`config.mk`:
```
export PLATFORM = sky130hd
export DESIGN_NAME = uart_frame_deframer_unit
export DESIGN_NICKNAME = d
export VERILOG_FILES = /design/src/rtl/core/ufd_pkg.sv /design/src/rtl/core/ufd_parser.sv /design/src/rtl/core/ufd_out_reg.sv /design/src/rtl/core/uart_frame_deframer_unit.sv
export SDC_FILE = /design/constraint.sdc
export NUM_CORES = 1
export LEC_CHECK = 0
export BUFFER_PORTS_ARGS = -buffer_cell sky130_fd_sc_hd__buf_2
export CAP_MARGIN = 10
export CORE_AREA = 2 2 108 162
export DETAILED_ROUTE_END_ITERATION = 10
export DIE_AREA = 0 0 110 164
export GPL_ROUTABILITY_DRIVEN = 0
export PLACE_DENSITY_LB_ADDON = 0.1
export SLEW_MARGIN = 20
export SYNTH_ARGS = -nofsm -noshare
export SYNTH_HDL_FRONTEND = slang
export SYNTH_SLANG_ARGS = --single-unit
```
`constraint.sdc`:
```
create_clock -name clk_i -period 5.41 [get_ports clk_i]
set_input_delay 0.2705 -clock clk_i [delete_from_list [all_inputs] [get_ports clk_i]]
set_output_delay 0.2705 -clock clk_i [all_outputs]
set_load 0.005 [all_outputs]
```
`src/rtl/core/ufd_pkg.sv`:
```
// ----------------------------------------------------------------------------
// UART frame deframer package
// Shared constants, status codes and the result item type.
// ----------------------------------------------------------------------------
package ufd_pkg;

  localparam int unsigned ByteW = 8;
  localparam int unsigned LenW  = 16;

  localparam logic [ByteW-1:0] SofFirst    = 8'h55;
  localparam logic [ByteW-1:0] SofSecond   = 8'hAA;
  localparam logic [LenW-1:0]  MaxLenReset = 16'd540;

  typedef enum logic [1:0] {
    ST_GOOD     = 2'd0,
    ST_BAD_SUM  = 2'd1,
    ST_TOO_LONG = 2'd2
  } status_e;

  typedef struct packed {
    logic [ByteW-1:0] out_byte;
    logic [ByteW-1:0] command;
    logic             is_end;
    status_e          status;
    logic [LenW-1:0]  payload_length;
  } result_t;

endpackage

```
`src/rtl/core/ufd_parser.sv`:
```
// ----------------------------------------------------------------------------
// UART frame deframer - frame parser
// Frame state machine; one byte per step, at most one result item per step.
// ----------------------------------------------------------------------------
module ufd_parser (
  input  logic                      clk_i,
  input  logic                      rst_ni,
  input  logic                      step_i,
  input  logic [ufd_pkg::ByteW-1:0] byte_i,
  input  logic [ufd_pkg::LenW-1:0]  max_len_i,
  output logic                      res_vld_o,
  output ufd_pkg::result_t          res_o
);

  typedef enum logic [2:0] {
    PH_HUNT1   = 3'd0,
    PH_HUNT2   = 3'd1,
    PH_VERSION = 3'd2,
    PH_CMD     = 3'd3,
    PH_LEN_HI  = 3'd4,
    PH_LEN_LO  = 3'd5,
    PH_PAYLOAD = 3'd6,
    PH_CHECK   = 3'd7
  } phase_e;

  phase_e                    phase_q, phase_d;
  logic [ufd_pkg::ByteW-1:0] cmd_q, cmd_d;
  logic [ufd_pkg::LenW-1:0]  len_q, len_d;
  logic [ufd_pkg::LenW-1:0]  left_q, left_d;
  logic [ufd_pkg::ByteW-1:0] sum_q, sum_d;
  logic [ufd_pkg::ByteW-1:0] sum_add;
  logic [ufd_pkg::LenW-1:0]  full_len;
  logic [ufd_pkg::LenW-1:0]  left_dec;

  assign sum_add  = sum_q + byte_i;
  assign full_len = {len_q[ufd_pkg::LenW-1:ufd_pkg::ByteW], byte_i};
  assign left_dec = left_q - ufd_pkg::LenW'(1);

  always_comb begin
    phase_d   = phase_q;
    cmd_d     = cmd_q;
    len_d     = len_q;
    left_d    = left_q;
    sum_d     = sum_q;
    res_vld_o = 1'b0;
    res_o.out_byte       = '0;
    res_o.command        = cmd_q;
    res_o.is_end         = 1'b1;
    res_o.status         = ufd_pkg::ST_GOOD;
    res_o.payload_length = len_q;
    unique case (phase_q)
      PH_HUNT1: begin
        if (byte_i == ufd_pkg::SofFirst) begin
          sum_d   = byte_i;
          phase_d = PH_HUNT2;
        end
      end
      PH_HUNT2: begin
        if (byte_i == ufd_pkg::SofSecond) begin
          sum_d   = sum_add;
          phase_d = PH_VERSION;
        end else if (byte_i == ufd_pkg::SofFirst) begin
          sum_d = byte_i;
        end else begin
          phase_d = PH_HUNT1;
        end
      end
      PH_VERSION: begin
        sum_d   = sum_add;
        phase_d = PH_CMD;
      end
      PH_CMD: begin
        sum_d   = sum_add;
        cmd_d   = byte_i;
        phase_d = PH_LEN_HI;
      end
      PH_LEN_HI: begin
        sum_d   = sum_add;
        len_d   = {byte_i, len_q[ufd_pkg::ByteW-1:0] & '0};
        phase_d = PH_LEN_LO;
      end
      PH_LEN_LO: begin
        sum_d = sum_add;
        len_d = full_len;
        if (full_len >= max_len_i) begin
          res_vld_o            = 1'b1;
          res_o.status         = ufd_pkg::ST_TOO_LONG;
          res_o.payload_length = full_len;
          phase_d              = PH_HUNT1;
        end else begin
          left_d  = full_len;
          phase_d = (full_len == '0) ? PH_CHECK : PH_PAYLOAD;
        end
      end
      PH_PAYLOAD: begin
        sum_d          = sum_add;
        res_vld_o      = 1'b1;
        res_o.out_byte = byte_i;
        res_o.is_end   = 1'b0;
        left_d         = left_dec;
        if (left_dec == '0) phase_d = PH_CHECK;
      end
      PH_CHECK: begin
        res_vld_o    = 1'b1;
        res_o.status = (byte_i == sum_q) ? ufd_pkg::ST_GOOD : ufd_pkg::ST_BAD_SUM;
        phase_d      = PH_HUNT1;
      end
      default: phase_d = PH_HUNT1;
    endcase
  end

  always_ff @(posedge clk_i or negedge rst_ni) begin
    if (!rst_ni) begin
      phase_q <= PH_HUNT1;
      cmd_q   <= '0;
      len_q   <= '0;
      left_q  <= '0;
      sum_q   <= '0;
    end else if (step_i) begin
      phase_q <= phase_d;
      cmd_q   <= cmd_d;
      len_q   <= len_d;
      left_q  <= left_d;
      sum_q   <= sum_d;
    end
  end

`ifndef SYNTH
  // results only come from the length, payload and checksum phases
  a_res_phase: assert property (@(posedge clk_i) disable iff (!rst_ni)
    res_vld_o |-> (phase_q == PH_LEN_LO || phase_q == PH_PAYLOAD || phase_q == PH_CHECK))
    else $error("result from a non-emitting phase");
  // payload phase never runs with nothing left
  a_left_nz: assert property (@(posedge clk_i) disable iff (!rst_ni)
    phase_q == PH_PAYLOAD |-> left_q != '0)
    else $error("payload phase with zero bytes left");
  // checksum byte always ends the frame
  a_check_end: assert property (@(posedge clk_i) disable iff (!rst_ni)
    step_i && phase_q == PH_CHECK |=> phase_q == PH_HUNT1)
    else $error("no return to hunting after checksum");
`endif

endmodule

```
`src/rtl/core/ufd_out_reg.sv`:
```
// ----------------------------------------------------------------------------
// UART frame deframer - result register
// Holds one result item until the consumer takes it.
// ----------------------------------------------------------------------------
module ufd_out_reg (
  input  logic             clk_i,
  input  logic             rst_ni,
  input  logic             load_i,
  input  logic             res_vld_i,
  input  ufd_pkg::result_t res_i,
  input  logic             out_stall_i,
  output logic             ready_o,
  output logic             out_valid_o,
  output ufd_pkg::result_t res_o
);

  logic             vld_q, vld_d;
  ufd_pkg::result_t res_q;

  assign ready_o = !vld_q || !out_stall_i;
  assign vld_d   = ready_o ? (load_i && res_vld_i) : vld_q;

  always_ff @(posedge clk_i or negedge rst_ni) begin
    if (!rst_ni) begin
      vld_q <= 1'b0;
    end else begin
      vld_q <= vld_d;
    end
  end

  always_ff @(posedge clk_i) begin
    if (ready_o && load_i && res_vld_i) begin
      res_q <= res_i;
    end
  end

  assign out_valid_o = vld_q;
  assign res_o       = res_q;

endmodule

```
`src/rtl/core/uart_frame_deframer_unit.sv`:
```
// ----------------------------------------------------------------------------
// UART frame deframer
// Parses 55 AA / version / command / length / payload / checksum frames.
// ----------------------------------------------------------------------------
// Path: an accepted byte is held in the input register; the parser's result
//   item for it is then registered in the result register for the sink.
// Throughput: one byte per cycle when rx_stall_o is low; the input and result
//   registers let a byte be taken while a finished item still waits downstream.
// Reset: rst_ni (async, active low) empties both registers, returns the
//   parser to hunting and sets the length limit to 540.
module uart_frame_deframer_unit (
  input  logic                      clk_i,
  input  logic                      rst_ni,
  // configuration: length limit
  input  logic                      cfg_we_i,
  input  logic [ufd_pkg::LenW-1:0]  cfg_data_i,
  // byte stream in
  input  logic                      rx_valid_i,
  output logic                      rx_stall_o,
  input  logic [ufd_pkg::ByteW-1:0] rx_byte_i,
  // result items out
  output logic                      out_valid_o,
  input  logic                      out_stall_i,
  output logic [ufd_pkg::ByteW-1:0] out_byte_o,
  output logic [ufd_pkg::ByteW-1:0] command_o,
  output logic                      is_end_o,
  output logic [1:0]                status_o,
  output logic [ufd_pkg::LenW-1:0]  payload_length_o
);

  logic                      in_vld_q, in_vld_d;
  logic [ufd_pkg::ByteW-1:0] in_byte_q;
  logic [ufd_pkg::LenW-1:0]  max_len_q;
  logic                      accept;
  logic                      advance;
  logic                      out_ready;
  logic                      res_vld;
  ufd_pkg::result_t          res;
  ufd_pkg::result_t          out_res;

  // Input register moves on whenever the result register can take its item.
  assign advance    = in_vld_q && out_ready;
  assign rx_stall_o = in_vld_q && !out_ready;
  assign accept     = rx_valid_i && !rx_stall_o;
  assign in_vld_d   = accept ? 1'b1 : (advance ? 1'b0 : in_vld_q);

  always_ff @(posedge clk_i or negedge rst_ni) begin
    if (!rst_ni) begin
      in_vld_q  <= 1'b0;
      max_len_q <= ufd_pkg::MaxLenReset;
    end else begin
      in_vld_q <= in_vld_d;
      if (cfg_we_i) max_len_q <= cfg_data_i;
    end
  end

  always_ff @(posedge clk_i) begin
    if (accept) in_byte_q <= rx_byte_i;
  end

  ufd_parser u_parser (
    .clk_i     (clk_i),
    .rst_ni    (rst_ni),
    .step_i    (advance),
    .byte_i    (in_byte_q),
    .max_len_i (max_len_q),
    .res_vld_o (res_vld),
    .res_o     (res)
  );

  ufd_out_reg u_out_reg (
    .clk_i       (clk_i),
    .rst_ni      (rst_ni),
    .load_i      (advance),
    .res_vld_i   (res_vld),
    .res_i       (res),
    .out_stall_i (out_stall_i),
    .ready_o     (out_ready),
    .out_valid_o (out_valid_o),
    .res_o       (out_res)
  );

  assign out_byte_o       = out_res.out_byte;
  assign command_o        = out_res.command;
  assign is_end_o         = out_res.is_end;
  assign status_o         = out_res.status;
  assign payload_length_o = out_res.payload_length;

endmodule
```
==> flow_metrics.py, run 1 <==
metrics = {
    "route": {
        "drt_iter0_drc": 183,
        "detail-route-antenna-nets": 0,
        "wire_per_inst_microns": 18.4,
        "wl_mm": 14.3,
        "drc": 0,
        "routed_via_density": 5.34,
        "dr_total_vias": 4164,
        "first_pass_iters": 4,
    },
    "power_and_ir_drop": {
        "power_density_nw_per_um2": 477,
        "cellLeakagePower_nw": 2.68,
        "power_mw": 3.06,
        "ir_drop_v": 0.000171,
    },
    "synth": {
        "synth-edff-count": 43,
        "ys.flop_type": "dfrtp_1",
        "seq_area_frac_synth": 0.543,
        "ys_types": 58,
        "avgSynthCellArea_sq_um": 10.9,
        "async_reset_ff_frac": 0.616,
        "ys_warn_count": 0,
        "syn-num-nets": 565,
        "syn_inst": 510,
        "synth-seq-cells": 112,
        "synth_area_sq_um": 5560,
    },
    "sta": {
        "hold_viol": 0,
        "hold_ws_ns": 0.0859,
        "finalCritPeriodShare": 0.610,
        "worstMarginPinSlew_ns": 1.01,
        "fmaxAchievable_mhz": 303,
        "setup_viol": 0,
        "period_needed_ns": 3.30,
        "rsz0062_at_grt": "false",
        "relSlewSlack": 0.322,
        "skew_ns": 0.0134,
        "fin_tns_setup_ns": 0,
        "report.final.slew_viol_count": 0,
    },
    "global_routing": {
        "grt_start_max_net_pins": 70,
        "grt_pass1_vias": 4105,
        "grtUsageTotal": 0.168,
        "use_met2": 0.285,
        "use_met3": 0.0222,
        "grt.busiest_layer": "met2",
        "grt.met1_usage": 0.217,
        "grt_overflow": 0,
        "grt_antenna_before_repair": 0,
        "grt_pass1_wl_mm": 22.6,
    },
    "floorplan": {
        "die_area_sq_um": 18000,
        "die_w_microns": 110,
        "rows": 58,
        "boundaryPins": 66,
        "initial_core_util": 0.335,
        "die_h_microns": 164,
        "fp.coreArea_sq_um": 16600,
    },
    "clocking": {
        "cts_setup_buffers": 0,
        "cts_resized": 0,
        "clockBufferDepth": 2,
        "cts_hold_buf": 0,
        "clock_sinks": 112,
        "htreeDepth": 3,
        "root_buffer": "clkbuf_16",
        "clk_pin_slew_ns": 0.08,
        "cts_buffers": 9,
        "cts_tree": "built",
        "clk_latency_ns": 0.36,
    },
    "worst_setup_path": {
        "crit_slowest_cell": "edfxtp_1",
        "path_cells": "ha_1, o21a_1, a21oi_1, o311ai_1, a21o_1, nand2_1, a21oi_4, buf_16",
        "slowest_delay_ns": 0.62,
        "crit_type": "reg -> reg",
        "crit_arrival_ns": 3.37,
        "crit_path_end_kind": "flop",
        "startpoint_type": "flop",
        "path_max_fanout": 25,
        "cp.required_ns": 5.48,
    },
    "placement": {
        "port_buffers": 65,
        "dpl.hpwl_mm": 9.96,
        "place_inst": 763,
    },
    "run": {
        "drv_cap": 0,
    },
    "layout": {
        "nNetsFinal": 620,
        "diodes": 0,
        "instances_no_fill": 780,
        "syn_to_final_growth_pct": 15.3,
        "drive_above_1_share": 0.216,
    },
    "status": {
        "outcome": "completed",
    },
    "hold_path": {
        "hp-class": "in -> reg",
    },
}
==> cells by family (layout without fill, tap and decap cells) <==
| kind of cell | count (synthesis) | after routing | synth area share |
|---|---|---|---|
| fa+ha+maj | 26 | 26 | 0.0598 |
| simple gates | 174 | 174 | 0.154 |
| compound gates | 113 | 113 | 0.137 |
| flops | 112 | 112 | 0.543 |
| mux | 26 | 26 | 0.0522 |
| buf+inv | 50 | 110 | 0.0389 |
| xor+xnor | 9 | 9 | 0.0142 |
==> cell usage after synthesis (all sizes together) (3+ instances only) <==
cell	instances	area share
a22oi	4	0.0054
a21oi	31	0.028
o21ai	23	0.021
o311ai	6	0.0094
dfstp	4	0.019
a21boi	3	0.0047
o21a	4	0.0056
dfrtp	65	0.29
inv	25	0.017
nand2b	6	0.0067
edfxtp	43	0.23
xnor2	8	0.013
nand4	8	0.0090
clkbuf	17	0.011
o211ai	7	0.0094
a21o	7	0.0094
nor4	7	0.0079
o221ai	12	0.019
mux2	24	0.049
buf	8	0.011
or3	3	0.0034
nand2	58	0.039
and2	10	0.011
nor2	30	0.021
ha	25	0.056
nor3b	3	0.0049
nor3	17	0.016
or4	5	0.0074
nand3	20	0.018
==> final timing paths <==
check	startpoint	end	slack [ns]	cells past startpoint
max	in_byte_q[4]	u_out_reg.res_o[25]	2.11	8
min	rx_byte_i[2]	in_byte_q[2]	0.09	1
max reg2reg	in_byte_q[4]	u_out_reg.res_o[25]	2.11	8
min reg2reg	u_parser.cmd_q[6]	u_out_reg.res_o[25]	0.46	0
max in group asynchronous	rst_ni	u_parser.len_q[8]	4.63	2
min in group asynchronous	rst_ni	u_parser.sum_q[6]	0.11	2
==> stage by stage <==
step	utilization	area (sq um)	setup slack (ns)
5_1_grt	0.386	6420	1.89
3_5_place_dp	0.365	6060	1.71
2_1_floorplan	-	5560	1.44
6_report	0.386	6420	2.11
4_1_cts	0.384	6390	1.71
3_3_place_gp	0.365	6060	1.83
==> layout make-up <==
class / instances / area (sq um)
clock buffers: 9 / 225
fillers: 1649 / 10200
inverters: 25 / 93.8
clock inverters: 7 / 101
well taps: 210 / 263
flip-flops and latches: 112 / 3020
multi-input cells: 348 / 2330
repair buffers: 69 / 375
==> layout by cell type (no fill, tap or decap), types with 10 or more instances in the layout <==
master / count
o21ai_0: 22
dfrtp_1: 65
and2_1: 10
nand2_1: 58
a21oi_1: 30
edfxtp_1: 43
mux2_2: 24
o221ai_1: 12
nor2_1: 29
nand3_1: 20
buf_2: 65
nor3_1: 16
inv_1: 25
ha_1: 25
==> critical path: cells and delay by family (launching register included) <==
family,cells,cell delay (ns)
DFF,1,0.62
adders and majority gates,1,0.39
buffers and inverters,1,0.23
AOI/OAI and AO/OA,5,1.38
and+or+nand+nor,1,0.36
==> report_power, final <==
| part | switching (mW) | total, mW | internal [mW] |
|---|---|---|---|
| logic | 0.485 | 0.908 | 0.423 |
| registers | 0.306 | 1.43 | 1.13 |
| clock network | 0.375 | 0.716 | 0.341 |
| total | 1.17 | 3.06 | 1.89 |
==> registers in the layout, summed over array words and instances (netlist names) <==
name	cells
u_parser.left_q	16
u_out_reg.res_o	35
max_len_q	16
u_parser.phase_q	3
u_parser.sum_q	8
in_byte_q	8
u_parser.cmd_q	8
u_out_reg.out_valid_o	1
in_vld_q	1
u_parser.len_q	16
==> layer usage <==
layer  up-vias  part of all wire
met1      2038              0.43
met3        20             0.037
li1       1998                 -
met2       108              0.51
met4         0             0.022
met5         -                 0
Note: power is estimated with default switching activity, not from simulation.
==> run 2, diff against run 1 <==
--- a/config.mk
+++ b/config.mk
@@ -5,6 +5,7 @@
 export SDC_FILE = /design/constraint.sdc
 export NUM_CORES = 1
 export LEC_CHECK = 0
+export ABC_AREA = 1
 export BUFFER_PORTS_ARGS = -buffer_cell sky130_fd_sc_hd__buf_2
 export CAP_MARGIN = 10
 export CORE_AREA = 2 2 108 162
==> constraint.sdc (replaced) <==
create_clock -name clk_i -period 3 [get_ports clk_i]
set_input_delay 0.15 -clock clk_i [delete_from_list [all_inputs] [get_ports clk_i]]
set_output_delay 0.15 -clock clk_i [all_outputs]
set_load 0.005 [all_outputs]
==> flow_metrics.py, run 2 <==
metrics = {
    "clocking": {
        "clk_pin_slew_ns": 0.07,
        "cts_buffers": 9,
        "clk_latency_ns": 0.35,
        "cts_setup_buffers": 0,
        "cts_tree": "built",
        "cts_resized": 0,
        "htreeDepth": 3,
        "clockBufferDepth": 2,
        "root_buffer": "clkbuf_16",
        "cts_hold_buf": 13,
        "clock_sinks": 112,
    },
    "layout": {
        "fill_cells": 1654,
        "regArea_sq_um": 3020,
        "diodes": 0,
        "syn_to_final_growth_pct": 17.9,
        "multiInputGateArea_sq_um": 2250,
        "layout_common_cells": "nand2_1 (130), o21ai_0 (66), dfrtp_1 (65), buf_2 (65), inv_1 (56)",
        "largest_reg_flops": 35,
        "nNetsFinal": 737,
        "layout_commonest_cell": "nand2_1",
        "drive_above_1_share": 0.188,
    },
    "global_routing": {
        "grt_antenna_before_repair": 0,
        "grt_overflow": 0,
        "grt_start_max_net_pins": 37,
        "grtUsageTotal": 0.166,
        "use_met3": 0.0294,
        "grt_pass1_wl_mm": 22.5,
        "grt_pass1_vias": 4305,
        "use_met2": 0.288,
        "grt.met1_usage": 0.200,
        "grt.busiest_layer": "met2",
    },
    "worst_setup_path": {
        "r2r_end": "u_parser.left_q[15]",
        "crit_slowest_cell": "dfstp_2",
        "r2r_setup_slack_ns": 0.63,
        "critPathCapture": "u_parser.left_q[15]",
        "r2r-start": "max_len_q[9]",
        "cp.required_ns": 3.22,
        "path_cells": "inv_1, ha_1, a21o_1, nand3_1, a21oi_1, nor2_1, nand3_1, nand2_2, nand2_2, nand2_1, o21ai_2",
        "crit_type": "reg -> reg",
        "crit_path_end_kind": "flop",
        "rr_worst_depth": 11,
        "crit_arrival_ns": 2.59,
        "cp-startpoint": "max_len_q[9]",
        "path_max_fanout": 29,
        "slowest_delay_ns": 0.52,
        "startpoint_type": "flop",
    },
    "synth": {
        "avgSynthCellArea_sq_um": 9.26,
        "async_reset_ff_frac": 0.616,
        "synth-seq-cells": 112,
        "yosysTopAreaCell": "dfrtp_1",
        "syn-num-nets": 655,
        "synth_most_common_cell": "nand2_1",
        "synthTopCellsByArea": "dfrtp_1 (29%), edfxtp_1 (23%), nand2_1 (8.8%)",
        "synth-edff-count": 43,
        "ys_types": 42,
        "syn_inst": 600,
        "synth_area_sq_um": 5560,
        "seq_area_frac_synth": 0.544,
        "ys.flop_type": "dfrtp_1",
        "yosysTopAreaCellShare": 0.293,
        "ys_warn_count": 0,
        "yosys-top-cells-count": "nand2_1 (130), o21ai_0 (66), dfrtp_1 (65)",
    },
    "sta": {
        "fmaxAchievable_mhz": 422,
        "worstMarginPinSlew_ns": 0.603,
        "hold_viol": 0,
        "skew_ns": 0.0113,
        "fin_tns_setup_ns": 0,
        "report.final.slew_viol_count": 0,
        "finalCritPeriodShare": 0.789,
        "setup_viol": 0,
        "relSlewSlack": 0.597,
        "rsz0062_at_grt": "false",
        "period_needed_ns": 2.37,
        "hold_ws_ns": 0.0158,
    },
    "floorplan": {
        "die_w_microns": 110,
        "fp.coreArea_sq_um": 16600,
        "die_h_microns": 164,
        "boundaryPins": 66,
        "rows": 58,
        "die_area_sq_um": 18000,
        "initial_core_util": 0.334,
    },
    "hold_path": {
        "hp-class": "in -> reg",
    },
    "route": {
        "detail-route-antenna-nets": 0,
        "first_pass_iters": 4,
        "dr_total_vias": 4388,
        "routed_via_density": 4.89,
        "wl_mm": 13.9,
        "drc": 0,
        "wire_per_inst_microns": 15.5,
        "drt_iter0_drc": 245,
    },
    "placement": {
        "dpl.hpwl_mm": 10.3,
        "port_buffers": 65,
    },
    "power_and_ir_drop": {
        "clockPowerShare": 0.311,
        "power_density_nw_per_um2": 578,
        "combPwrFrac": 0.200,
        "cellLeakagePower_nw": 2.94,
        "ir_drop_v": 0.000309,
        "intPower_mw": 2.62,
        "p_seq_frac": 0.488,
        "netSwitchingFraction": 0.307,
        "switchingPower_mw": 1.16,
    },
    "status": {
        "outcome": "completed",
    },
    "run": {
        "drv_cap": 0,
    },
}
[run 2: kinds of logic (layout without fill, tap and decap cells)]
group,Yosys count,after routing,share of synthesized area
AO/OA/AOI/OAI,125,125,0.122
multiplexers,2,2,0.00383
adder cells (fa/ha/maj),26,26,0.0599
AND/OR/NAND/NOR,255,255,0.205
flip-flops,112,112,0.544
XOR/XNOR,7,7,0.0110
buffers and inverters,73,160,0.0538
[run 2: power groups by stage]
stage	clock network [mW]	registers (mW)	logic (mW)
2_1_floorplan	0	1.83	0.565
3_5_place_dp	0	1.88	0.755
6_report	1.18	1.85	0.758
5_1_grt	1.29	1.87	0.881
3_3_place_gp	0	1.88	0.738
4_1_cts	1.23	1.85	0.769
[run 2: final cells by class]
class                      count  share of cell area
clock inverter                 5             0.00707
inverter                      59              0.0338
tap                          210              0.0401
timing repair buffer          85              0.0775
multi-input combinational    415               0.343
clock buffer                  11              0.0371
sequential                   112               0.461
[run 2: worst min-delay path by stage]
stage	cells after the start	slack (ns)	from	end
2_1_floorplan	0	-0.15	rst_ni	in_vld_q
6_report	3	0.02	cfg_data_i[6]	max_len_q[6]
3_5_place_dp	1	0.03	rst_ni	u_parser.sum_q[3]
4_1_cts	3	0.002	cfg_data_i[11]	max_len_q[11]
3_3_place_gp	1	0.03	rst_ni	u_parser.sum_q[3]
5_1_grt	2	0.01	cfg_data_i[0]	max_len_q[0]
[run 2: worst max-delay path, delay by kind of cell, from the launching register on]
kind / cells / cell delay [ns]
buffers and inverters: 1 / 0.05
AO/OA/AOI/OAI: 3 / 0.30
adder cells (fa/ha/maj): 1 / 0.31
AND/OR/NAND/NOR: 6 / 1.07
flip-flops: 1 / 0.52
[run 2: routing by layer]
layer  wire length, microns  up-vias
met5                      0        -
met3                    633       20
met2                   7220      104
li1                       -     2180
met4                    377        0
met1                   5690     2084
[run 2: stage by stage]
step	util	cells	worst slack (ns)	power, mW	area (sq um)
after floorplan	-	600	0.0737	2.40	5560
after global placement	0.369	868	0.705	2.62	6130
after detailed placement	0.369	868	0.616	2.64	6130
after CTS	0.394	897	0.597	3.85	6550
after global routing	0.394	897	0.404	4.04	6550
final	0.394	897	0.632	3.79	6550
==> run 3, diff against run 2 <==
--- a/config.mk
+++ b/config.mk
@@ -5,7 +5,7 @@
 export SDC_FILE = /design/constraint.sdc
 export NUM_CORES = 1
 export LEC_CHECK = 0
-export ABC_AREA = 1
+export ABC_AREA = 0
 export BUFFER_PORTS_ARGS = -buffer_cell sky130_fd_sc_hd__buf_2
 export CAP_MARGIN = 10
 export CORE_AREA = 2 2 108 162
==> constraint.sdc (replaced) <==
create_clock -name clk_i -period 2.4 [get_ports clk_i]
set_input_delay 0.12 -clock clk_i [delete_from_list [all_inputs] [get_ports clk_i]]
set_output_delay 0.12 -clock clk_i [all_outputs]
set_load 0.005 [all_outputs]
==> flow_metrics.py, run 3 (synthesis results as in run 1) <==
metrics = {
    "status": {
        "outcome": "finished, violations left",
        "violations": "negative setup slack",
    },
    "floorplan": {
        "initial_core_util": 0.335,
        "die_h_microns": 164,
        "die_area_sq_um": 18000,
        "die_w_microns": 110,
        "rows": 58,
        "boundaryPins": 66,
        "fp.coreArea_sq_um": 16600,
    },
    "worst_setup_path": {
        "slowest_delay_ns": 0.53,
        "crit_slowest_cell": "dfstp_2",
        "crit_type": "reg -> reg",
        "rr_worst_depth": 9,
        "path_max_fanout": 11,
        "startpoint_type": "flop",
        "crit_path_end_kind": "flop",
        "cp.required_ns": 2.51,
        "r2r_end": "u_out_reg.res_o[0]",
        "critPathTopFamily": "simple AND/OR/NAND/NOR gates",
        "crit_arrival_ns": 2.66,
        "critPathBufInv": 2,
        "r2r_setup_slack_ns": -0.15,
        "r2r-start": "max_len_q[2]",
        "path_cells": "inv_2, ha_4, or4_4, a21oi_2, o311ai_2, a21o_1, nand2_2, buf_12, mux2_2",
    },
    "placement": {
        "port_buffers": 65,
        "dpl.hpwl_mm": 10.4,
        "place_inst": 809,
    },
    "power_and_ir_drop": {
        "cellLeakagePower_nw": 3.07,
        "ir_drop_v": 0.000448,
        "power_density_nw_per_um2": 1030,
    },
    "clocking": {
        "clk_pin_slew_ns": 0.09,
        "cts_buffers": 9,
        "clk_latency_ns": 0.36,
        "htreeDepth": 3,
        "root_buffer": "clkbuf_16",
        "clockBufferDepth": 2,
        "cts_tree": "built",
        "clock_sinks": 112,
    },
    "sta": {
        "skew_ns": 0.0108,
        "relSlewSlack": 0.579,
        "fmaxAchievable_mhz": 393,
        "worstMarginPinSlew_ns": 0.625,
        "hold_ws_ns": 0.00826,
        "finalCritPeriodShare": 1.06,
        "final.setup.worst_slack_ns": -0.146,
        "fin_tns_setup_ns": -4.04,
        "period_needed_ns": 2.55,
        "hold_viol": 0,
        "report.final.slew_viol_count": 0,
        "setup_viol": 58,
        "rsz0062_at_grt": "true",
    },
    "layout": {
        "fill_cells": 1610,
        "regArea_sq_um": 3020,
        "nNetsFinal": 697,
        "layout_commonest_cell": "buf_2",
        "drive_above_1_share": 0.323,
        "multiInputGateArea_sq_um": 2570,
        "largest_reg_flops": 35,
        "diodes": 0,
        "syn_to_final_growth_pct": 31.8,
        "instances_no_fill": 857,
        "layout_common_cells": "buf_2 (66), dfrtp_1 (65), nand2_1 (57)",
    },
    "hold_path": {
        "hp-class": "in -> reg",
        "hold_path_end": "max_len_q[2]",
        "min_path_cells": 3,
        "worstHoldStart": "cfg_data_i[2]",
    },
    "run": {
        "drv_cap": 0,
    },
    "global_routing": {
        "grt_overflow": 0,
        "grt_antenna_before_repair": 0,
        "grt_pass1_wl_mm": 24.3,
        "grt_pass1_vias": 4546,
        "grt_start_max_net_pins": 70,
        "grtUsageTotal": 0.180,
    },
    "route": {
        "drt_iter0_drc": 167,
        "wire_per_inst_microns": 17.9,
        "routed_via_density": 5.20,
        "dr_total_vias": 4454,
        "detail-route-antenna-nets": 0,
        "first_pass_iters": 4,
        "drc": 0,
        "wl_mm": 15.3,
    },
}
## run 3: cell count changes in the layout (fill, tap and decap cells not counted), sizes merged, moves of 7 or more
cell,before,now
o21ai,78,23
o211ai,0,7
inv,62,30
nor3,6,17
mux2,1,24
buf,72,120
a21oi,39,31
nand3,29,20
o221ai,0,12
dlygate4sd3,13,25
nand2,139,58
nor2,63,30
and2,0,10
## run 3: final cells by class
cell class              instances  area share
clock buffers                   9      0.0307
inverters                      25      0.0128
well taps                     210      0.0358
clock inverters                 7      0.0135
multi-input cells             349       0.351
repair buffers                145       0.144
flip-flops and latches        112       0.412
## run 3: layer usage
metal | part of all wire | track usage
met5 | 0 | 0
met4 | 0.028 | 0.0748
met3 | 0.030 | 0.0258
met2 | 0.53 | 0.318
met1 | 0.41 | 0.214
## run 3: how the worst max path moves through the flow
stage          slack [ns]         start                  end  depth (start not counted)
2_1_floorplan       -0.32  max_len_q[4]   u_out_reg.res_o[0]                          9
3_3_place_gp        -0.15  max_len_q[2]   u_out_reg.res_o[4]                          9
3_5_place_dp        -0.22  max_len_q[2]  u_parser.left_q[11]                          9
4_1_cts             -0.15  max_len_q[2]   u_out_reg.res_o[0]                          9
5_1_grt             -0.20  max_len_q[2]   u_out_reg.res_o[3]                          9
6_report            -0.15  max_len_q[2]   u_out_reg.res_o[0]                          9
## run 3: worst min-delay path, cell delays in order
cell     delay, ns
buf_2         0.08
nand2_1       0.06
o21ai_0       0.08
## run 3: stage by stage
| step | setup slack [ns] | cell area [sq um] | power [mW] | util |
|---|---|---|---|---|
| after floorplan | -0.319 | 5590 | 4.66 | - |
| after global placement | -0.147 | 6460 | 5.54 | 0.389 |
| after global routing | -0.200 | 7330 | 8.09 | 0.441 |
| after CTS | -0.149 | 7210 | 7.49 | 0.434 |
| after detailed placement | -0.223 | 6460 | 5.63 | 0.389 |
| final | -0.146 | 7330 | 7.56 | 0.441 |
## run 3: power breakdown
group	total, mW	leakage (nW)	switching (mW)	internal, mW
Sequential	3.04	1.23	0.494	2.55
Combinational	2.90	1.68	1.49	1.41
Clock	1.62	0.156	0.848	0.775
## run 3: what timing repair did
action	4_1_cts	5_1_grt
pin swaps	11	10
hold buffers	25	0
gates cloned	2	1
buffers inserted	1	3
setup endpoints to repair	61	66
resized for setup	32	15
endpoints found under the hold margin	89	0
